[src/mlds_pkg.sv]
`timescale 1ns / 1ps
`default_nettype none
// ----------------------------------------------------------------------------
// mlds_pkg: multiplexed led display scanner package
// Operation codes, buffer layout constants and the segment, glyph and
// flow-light pattern tables.
// ----------------------------------------------------------------------------
package mlds_pkg;

    typedef enum logic [1:0] {
        OP_SCAN = 2'd0,
        OP_TIME = 2'd1,
        OP_FLOW = 2'd2,
        OP_NONE = 2'd3
    } t_op;

    localparam int unsigned SCAN_POSITIONS = 15;
    localparam int unsigned MATRIX_ROWS    = 8;
    localparam int unsigned GLYPH_COUNT    = 7;
    localparam int unsigned FLOW_LEN       = 12;

    localparam logic [3:0] POS_SEC_UNITS  = 4'd8;
    localparam logic [3:0] POS_SEC_TENS   = 4'd9;
    localparam logic [3:0] POS_MIN_UNITS  = 4'd10;
    localparam logic [3:0] POS_MIN_TENS   = 4'd11;
    localparam logic [3:0] POS_HOUR_UNITS = 4'd12;
    localparam logic [3:0] POS_HOUR_TENS  = 4'd13;
    localparam logic [3:0] POS_BAR        = 4'd14;
    localparam logic [3:0] POS_LAST       = 4'd14;
    localparam logic [3:0] FLOW_LAST      = 4'd11;

    localparam logic [7:0] DP_CLEAR_MASK  = 8'h7f;
    localparam logic [7:0] LAST_SEC_RESET = 8'haa;

    // accepted input item as handed to the buffer
    typedef struct packed {
        t_op        op;
        logic [7:0] hour_bcd;
        logic [7:0] minute_bcd;
        logic [7:0] second_bcd;
        logic [3:0] weekday;
    } t_item;

    function automatic logic [7:0] seg_decode(input logic [3:0] nibble);
        logic [7:0] v;
        case (nibble)
            4'h0: v = 8'hc0;
            4'h1: v = 8'hf9;
            4'h2: v = 8'ha4;
            4'h3: v = 8'hb0;
            4'h4: v = 8'h99;
            4'h5: v = 8'h92;
            4'h6: v = 8'h82;
            4'h7: v = 8'hf8;
            4'h8: v = 8'h80;
            4'h9: v = 8'h90;
            4'ha: v = 8'h88;
            4'hb: v = 8'h83;
            4'hc: v = 8'hc6;
            4'hd: v = 8'ha1;
            4'he: v = 8'h86;
            default: v = 8'h8e;
        endcase
        return v;
    endfunction

    function automatic logic [63:0] glyph_rows(input logic [2:0] wd);
        logic [63:0] v;
        // row 0 in the top byte
        case (wd)
            3'd0: v = 64'hFFC3818181C3E7FF;
            3'd1: v = 64'hFFE7E7E7E7E7E7FF;
            3'd2: v = 64'hE3DDDDEFF7FBFDC1;
            3'd3: v = 64'hFFC3BDDFE7DFBDC3;
            3'd4: v = 64'hCFD7DBDDDE00DFDF;
            3'd5: v = 64'hFFC3FBFBC3DFDFC3;
            3'd6: v = 64'hFFFBFBFBC3DBDBC3;
            default: v = 64'hFFFFFFFFFFFFFFFF;
        endcase
        return v;
    endfunction

    function automatic logic [7:0] flow_pattern(input logic [3:0] idx);
        logic [7:0] v;
        case (idx)
            4'd0:  v = 8'h7f;
            4'd1:  v = 8'h3f;
            4'd2:  v = 8'h1f;
            4'd3:  v = 8'h0f;
            4'd4:  v = 8'h87;
            4'd5:  v = 8'hc3;
            4'd6:  v = 8'he1;
            4'd7:  v = 8'hf0;
            4'd8:  v = 8'hf8;
            4'd9:  v = 8'hfc;
            4'd10: v = 8'hfe;
            default: v = 8'hff;
        endcase
        return v;
    endfunction

endpackage
`default_nettype wire

[src/mlds_buffer.sv]
`timescale 1ns / 1ps
`default_nettype none
// ----------------------------------------------------------------------------
// mlds_buffer: display buffer
// Holds the 15-byte active-low display buffer, the last second seen and the
// flow-light position; applies time updates and flow steps, one registered
// read port.
// ----------------------------------------------------------------------------
module mlds_buffer
    import mlds_pkg::*;
(
    input  wire logic       i_clk,
    input  wire logic       i_rst_n,
    input  wire logic       i_we,
    input  wire t_item      i_item,
    input  wire logic       i_re,
    input  wire logic [3:0] i_rd_addr,
    output logic      [7:0] o_rd_data
);

    logic [7:0] r_buf [0:SCAN_POSITIONS-1];
    logic [7:0] r_last_second;
    logic [3:0] r_flow_pos;
    logic [7:0] r_rd_data;

    logic        time_fire;
    logic        flow_fire;
    logic [63:0] glyph;

    assign time_fire = i_we && (i_item.op == OP_TIME) &&
                       (i_item.second_bcd != r_last_second);
    assign flow_fire = i_we && (i_item.op == OP_FLOW);
    assign glyph     = glyph_rows(i_item.weekday[2:0]);

    always_ff @(posedge i_clk) begin
        if (!i_rst_n) begin
            for (int k = 0; k < SCAN_POSITIONS; k++) begin
                r_buf[k] <= 8'h00;
            end
            r_last_second <= LAST_SEC_RESET;
            r_flow_pos    <= 4'd0;
        end else begin
            if (time_fire) begin
                r_buf[POS_HOUR_TENS]  <= seg_decode(i_item.hour_bcd[7:4]);
                r_buf[POS_HOUR_UNITS] <= seg_decode(i_item.hour_bcd[3:0]) & DP_CLEAR_MASK;
                r_buf[POS_MIN_TENS]   <= seg_decode(i_item.minute_bcd[7:4]);
                r_buf[POS_MIN_UNITS]  <= seg_decode(i_item.minute_bcd[3:0]) & DP_CLEAR_MASK;
                r_buf[POS_SEC_TENS]   <= seg_decode(i_item.second_bcd[7:4]);
                r_buf[POS_SEC_UNITS]  <= seg_decode(i_item.second_bcd[3:0]);
                // weekdays above six keep the matrix as it is
                if (i_item.weekday < 4'(GLYPH_COUNT)) begin
                    for (int r = 0; r < MATRIX_ROWS; r++) begin
                        r_buf[r] <= glyph[63-8*r -: 8];
                    end
                end
                r_last_second <= i_item.second_bcd;
            end
            if (flow_fire) begin
                r_buf[POS_BAR] <= flow_pattern(r_flow_pos);
                r_flow_pos     <= (r_flow_pos >= FLOW_LAST) ? 4'd0 : r_flow_pos + 4'd1;
            end
        end
    end

    // read data holds while no new read is taken
    always_ff @(posedge i_clk) begin
        if (i_re) begin
            if (i_rd_addr <= POS_LAST) begin
                r_rd_data <= r_buf[i_rd_addr];
            end else begin
                r_rd_data <= r_buf[0];
            end
        end
    end

    assign o_rd_data = r_rd_data;

endmodule
`default_nettype wire

[src/multiplexed_led_display_scanner_top.sv]
`timescale 1ns / 1ps
`default_nettype none
// ----------------------------------------------------------------------------
// multiplexed_led_display_scanner_top: multiplexed led display scanner
// Display buffer with time update, flow-light step and scan tick commands.
// ----------------------------------------------------------------------------
// Usage:
//   Input channel (i_valid / o_stall) carries one command per transfer:
//   scan tick, time update or flow-light step, with the BCD time fields and
//   the weekday. Output channel (o_valid / i_stall) carries one scan result
//   per enabled scan tick: the position driven and its active-low byte.
//   One command is taken every cycle while o_stall is low; a scan result is
//   in the output register in the cycle after its transfer. Updates land in
//   the buffer at the transfer edge; a scan in the next cycle already sees them.
//   While the receiver stalls and a result waits, only scan ticks that would
//   give a new result are held off; the other commands keep flowing.
//   The APB register scan_enable (offset 0) suspends scanning when 0.
//   Reset clears the buffer to zero, the scan and flow positions to zero,
//   sets the last second to 0xaa and scan_enable to 1; no clearing pass.
// ----------------------------------------------------------------------------
module multiplexed_led_display_scanner_top
    import mlds_pkg::*;
(
    input  wire logic        i_clk,
    input  wire logic        i_rst_n,
    input  wire logic        i_valid,
    output logic             o_stall,
    input  wire logic [1:0]  i_op,
    input  wire logic [7:0]  i_hour_bcd,
    input  wire logic [7:0]  i_minute_bcd,
    input  wire logic [7:0]  i_second_bcd,
    input  wire logic [3:0]  i_weekday,
    output logic             o_valid,
    input  wire logic        i_stall,
    output logic      [3:0]  o_digit_select,
    output logic      [7:0]  o_segment_data,
    input  wire logic        psel,
    input  wire logic        penable,
    input  wire logic        pwrite,
    input  wire logic [2:0]  paddr,
    input  wire logic [31:0] pwdata,
    output logic      [31:0] prdata,
    output logic             pready
);

    logic       r_scan_enable;
    logic [3:0] r_scan_pos;
    logic       r_out_valid;
    logic [3:0] r_out_sel;

    logic       n_out_valid;
    logic [3:0] n_scan_pos;

    t_item      item;
    logic       accept;
    logic       scan_fire;
    logic       out_busy;
    logic       cfg_write;
    logic [7:0] rd_data;

    assign item.op         = t_op'(i_op);
    assign item.hour_bcd   = i_hour_bcd;
    assign item.minute_bcd = i_minute_bcd;
    assign item.second_bcd = i_second_bcd;
    assign item.weekday    = i_weekday;

    // the output register is still full for the next cycle
    assign out_busy  = r_out_valid && i_stall;
    assign o_stall   = out_busy && (item.op == OP_SCAN) && r_scan_enable;
    assign accept    = i_valid && !o_stall;
    assign scan_fire = accept && (item.op == OP_SCAN) && r_scan_enable;

    // the buffer read register doubles as the output data register
    mlds_buffer u_buffer (
        .i_clk     (i_clk),
        .i_rst_n   (i_rst_n),
        .i_we      (accept),
        .i_item    (item),
        .i_re      (scan_fire),
        .i_rd_addr (r_scan_pos),
        .o_rd_data (rd_data)
    );

    always_comb begin
        n_out_valid = out_busy;
        n_scan_pos  = r_scan_pos;
        if (scan_fire) begin
            n_out_valid = 1'b1;
            n_scan_pos  = (r_scan_pos >= POS_LAST) ? 4'd0 : r_scan_pos + 4'd1;
        end
    end

    always_ff @(posedge i_clk) begin
        if (!i_rst_n) begin
            r_out_valid <= 1'b0;
            r_scan_pos  <= 4'd0;
        end else begin
            r_out_valid <= n_out_valid;
            r_scan_pos  <= n_scan_pos;
        end
    end

    always_ff @(posedge i_clk) begin
        if (scan_fire) begin
            r_out_sel <= (r_scan_pos > POS_LAST) ? 4'd0 : r_scan_pos;
        end
    end

    assign o_valid        = r_out_valid;
    assign o_digit_select = r_out_sel;
    assign o_segment_data = rd_data;

    // configuration port, register 0 covers byte offsets 0 to 3
    assign pready    = 1'b1;
    assign cfg_write = psel && penable && pwrite && pready && !paddr[2];

    always_ff @(posedge i_clk) begin
        if (!i_rst_n) begin
            r_scan_enable <= 1'b1;
        end else if (cfg_write) begin
            r_scan_enable <= pwdata[0];
        end
    end

    assign prdata = paddr[2] ? 32'd0 : {31'd0, r_scan_enable};

endmodule
`default_nettype wire

[config.mk]
export PLATFORM = sky130hd
export DESIGN_NAME = multiplexed_led_display_scanner_top
export DESIGN_NICKNAME = d
export VERILOG_FILES = /design/src/mlds_pkg.sv /design/src/mlds_buffer.sv /design/src/multiplexed_led_display_scanner_top.sv
export SDC_FILE = /design/constraint.sdc
export NUM_CORES = 1
export LEC_CHECK = 0
export BUFFER_PORTS_ARGS = -buffer_cell sky130_fd_sc_hd__buf_2
export CAP_MARGIN = 5
export CELL_PAD_IN_SITES_DETAIL_PLACEMENT = 0
export CELL_PAD_IN_SITES_GLOBAL_PLACEMENT = 1
export CORE_MARGIN = 4
export CORE_UTILIZATION = 40
export DETAILED_ROUTE_END_ITERATION = 6
export GPL_TIMING_DRIVEN = 0
export PLACE_DENSITY_LB_ADDON = 0.3
export SYNTH_ARGS = -nofsm -noshare
export SYNTH_HDL_FRONTEND = slang
export SYNTH_SLANG_ARGS = --single-unit
[constraint.sdc]
create_clock -name i_clk -period 2.6 [get_ports i_clk]
set_clock_uncertainty 0.1 [all_clocks]
set_input_delay 0.52 -clock i_clk [delete_from_list [all_inputs] [get_ports i_clk]]
set_output_delay 0.52 -clock i_clk [all_outputs]
set_load 0.02 [all_outputs]
==> run metrics <==
status=finished, final reports clean; Post-synth EDFFs=92; hold slack final=221.3 ps; gr ovfl total=0; die area=0.02042 mm²; area of the mapped netlist=0.007278 mm²; Top FF cell, synth=edfxtp_1; max-cap check violation count=0; final setup violating endpoints=0; Final Routed Wirelength=16450 µm; initial antenna violation count=0; Min-Delay Path Class=in2reg; unrepaired setup endpoints after global routing=false; Synth async-reset ratio=0%; worst path bufs/invs=1; Crit-path slowest cell=buf_1; Buffers on Ports=48; RR Startpoint=u_buffer.r_last_second[4]; final worst slack=203.4 ps; Synth Instances=699; Slew @ Worst Pin=1177 ps; drt first pass iters=7; worst path cell trace=xnor2_1 > nand4_1 > o211a_1 > nand2_2 > buf_1 > nor3b_1; Peak Freq=417.3 MHz; beginning of the worst hold path=pwdata[0]; dpl ws=-254.4 ps; Setup CP Type=reg2reg; CP Data Arrival Time=2410 ps; Hold Path Sink=r_scan_enable; io pins=119; clock sinks=124; post-CTS setup buffer count=0; top fanout value on the critical path=10; vias per cell=5.245; Tot GR Track Use=16.55%; hold-critical path depth=3; first-pass GRT wire length=26680 µm; Post-CTS Resized=0; cts hold-fix bufs=0; Row Count=49; Post-Syn Area per Cell=10.41 µm²; antenna diode count=0; CTS Buffer Depth=2; maximum number of pins on one net before global-route repair=48; initial core utilization=40.66%; CTS clock-pin slew for the worst setup and hold paths=50 ps; FF-to-FF path depth=6; slack of the worst reg-to-reg path=200 ps; drt drc=0; P&R area growth vs syn=17.57%; Cell Pwr Density=634.2 mW/mm²; CTS tree=yes; die height=142.9 µm; CTS buffer count=17; Max Slew Vio Count=0; VDD IR max=0.4822 mV; core box area=0.01790 mm²; Clk Latency, worst-skew pair=420 ps; vias in the first global route=5357; antenna-violating nets left=0; routed len/inst=15.85 µm; CP startpoint=u_buffer.r_last_second[4]; Fill cells=1695; Root Driver=clkbuf_16; H-tree level count=4; slowest stage delay, CP=620 ps; Static Leakage=3.450 nW; via count=5444; Period Utilization, post-route=92.18%; Netlist cell types=59; Yosys reg bits=124; CP Data Required Time=2620 ps; Period minus WS final=2397 ps; drt initial violations=451; layout cells sized above 1=16.32%; leading cell type in the layout, fill and taps excluded=edfxtp_1; CP endpoint kind=register; DPL Wire Length=12460 µm; Top delay family on crit path=buffers and inverters; register area share after synthesis=46.76%; Final Wtd Congestion=0.9015; Ys Warns=0; commonest non-fill, non-tap cells in the layout=edfxtp_1 (92), nor2_1 (82), nand2_1 (60), buf_2 (55), ha_1 (42); capturing point of the worst reg2reg path=u_buffer.r_buf[6][6]; Slew headroom=21.36%; final layout net count=910; Final Hold Fails=0; Worst Setup Start Kind=register; die width=142.9 µm
-- final cells by class --
| cell class | instances | area [µm²] | share of cell area (%) |
|---|---|---|---|
| Multi-Input combinational cell | 497 | 3426 | 40.04 |
| Buffer | 80 | 456.7 | 5.337 |
| Clock buffer | 22 | 506.7 | 5.922 |
| Sequential cell | 124 | 3403 | 39.77 |
| Inverter | 28 | 105.1 | 1.228 |
| Tap cell | 229 | 286.5 | 3.348 |
| Timing Repair Buffer | 48 | 240.2 | 2.807 |
| Clock inverter | 10 | 132.6 | 1.550 |
-- how the worst max path moves through the flow --
stage | end | slack (ps) | depth (start not counted)
2_1_floorplan | u_buffer.r_buf[10][0] | 10 | 6
3_3_place_gp | u_buffer.r_buf[12][3] | -530 | 6
3_5_place_dp | u_buffer.r_buf[6][6] | -250 | 3
4_1_cts | u_buffer.r_last_second[7] | 190 | 6
5_1_grt | u_buffer.r_buf[6][2] | 4 | 3
6_report | u_buffer.r_buf[6][6] | 200 | 6
-- metal layers --
metal | GRT usage, % | up-vias | wire, µm
met5 | 0 | - | 0
met4 | 5.853 | 0 | 382
met3 | 3.918 | 29 | 1032
met2 | 26.19 | 173 | 7587
met1 | 22.34 | 2573 | 7446
li1 | - | 2669 | -
-- state kept, by name, summed over array words and instances, names as in the netlist, named ones only --
| name | flops |
|---|---|
| o_valid | 1 |
| u_buffer.r_flow_pos | 4 |
| r_scan_enable | 1 |
| u_buffer.r_buf | 82 |
| u_buffer.r_last_second | 8 |
| o_digit_select | 4 |
| u_buffer.o_rd_data | 8 |
| r_scan_pos | 4 |
-- tightest hold or removal path, cell delays in order --
cell and delay (ps):
buf_2 70, mux2i_1 50, nand2_1 60
-- power breakdown --
part / leakage [nW] / total (W) / internal, W / switching [W]
Clock: 0.310 / 0.00252 / 0.00167 / 0.000849
Combinational: 1.98 / 0.000618 / 0.000244 / 0.000374
Sequential: 1.16 / 0.00229 / 0.00224 / 0.0000513
-- cell usage after synthesis (all sizes together) (7+ instances only) --
library cell  number  area (µm²)
edfxtp            92        2763
a21oi             41       205.2
nand2b             7       43.79
mux2i             19       190.2
inv               27       101.4
a311oi             7       61.31
buf               47       332.8
ha                42       525.5
nor2              82       307.8
o21ai             28       140.1
xnor2             11       96.34
a211oi            22       165.2
and3              14       87.58
dfxtp             32       640.6
mux4              18       446.7
and2               8       50.05
clkbuf            33       123.9
nand2             61       231.5
nor3              12       60.06
nor2b             15       93.84
-- through the flow --
stage / instances / TNS [ps] / cell area [µm²] / utilization (%) / power, W
after global placement: 1006 / -31650 / 7918 / 44.23 / 0.002930
after CTS: 1038 / 0 / 8557 / 47.80 / 0.005458
after detailed placement: 1006 / -15350 / 7918 / 44.23 / 0.002945
after floorplan: 729 / 0 / 7391 / - / 0.002757
final: 1038 / 0 / 8557 / 47.80 / 0.005426
after global routing: 1038 / 0 / 8557 / 47.80 / 0.005634
-- cells by family after synthesis --
logic type               after synthesis  share of synthesized area [%]
buffers and inverters                108                          7.719
other                                  2                         0.1032
multiplexers                          39                          9.060
XOR/XNOR                              13                          1.564
flip-flops                           124                          46.76
adder cells (fa/ha/maj)               42                          7.220
AO/OA/AOI/OAI                        142                          12.74
AND/OR/NAND/NOR                      229                          14.84
Power figures use the tool's default switching activity.
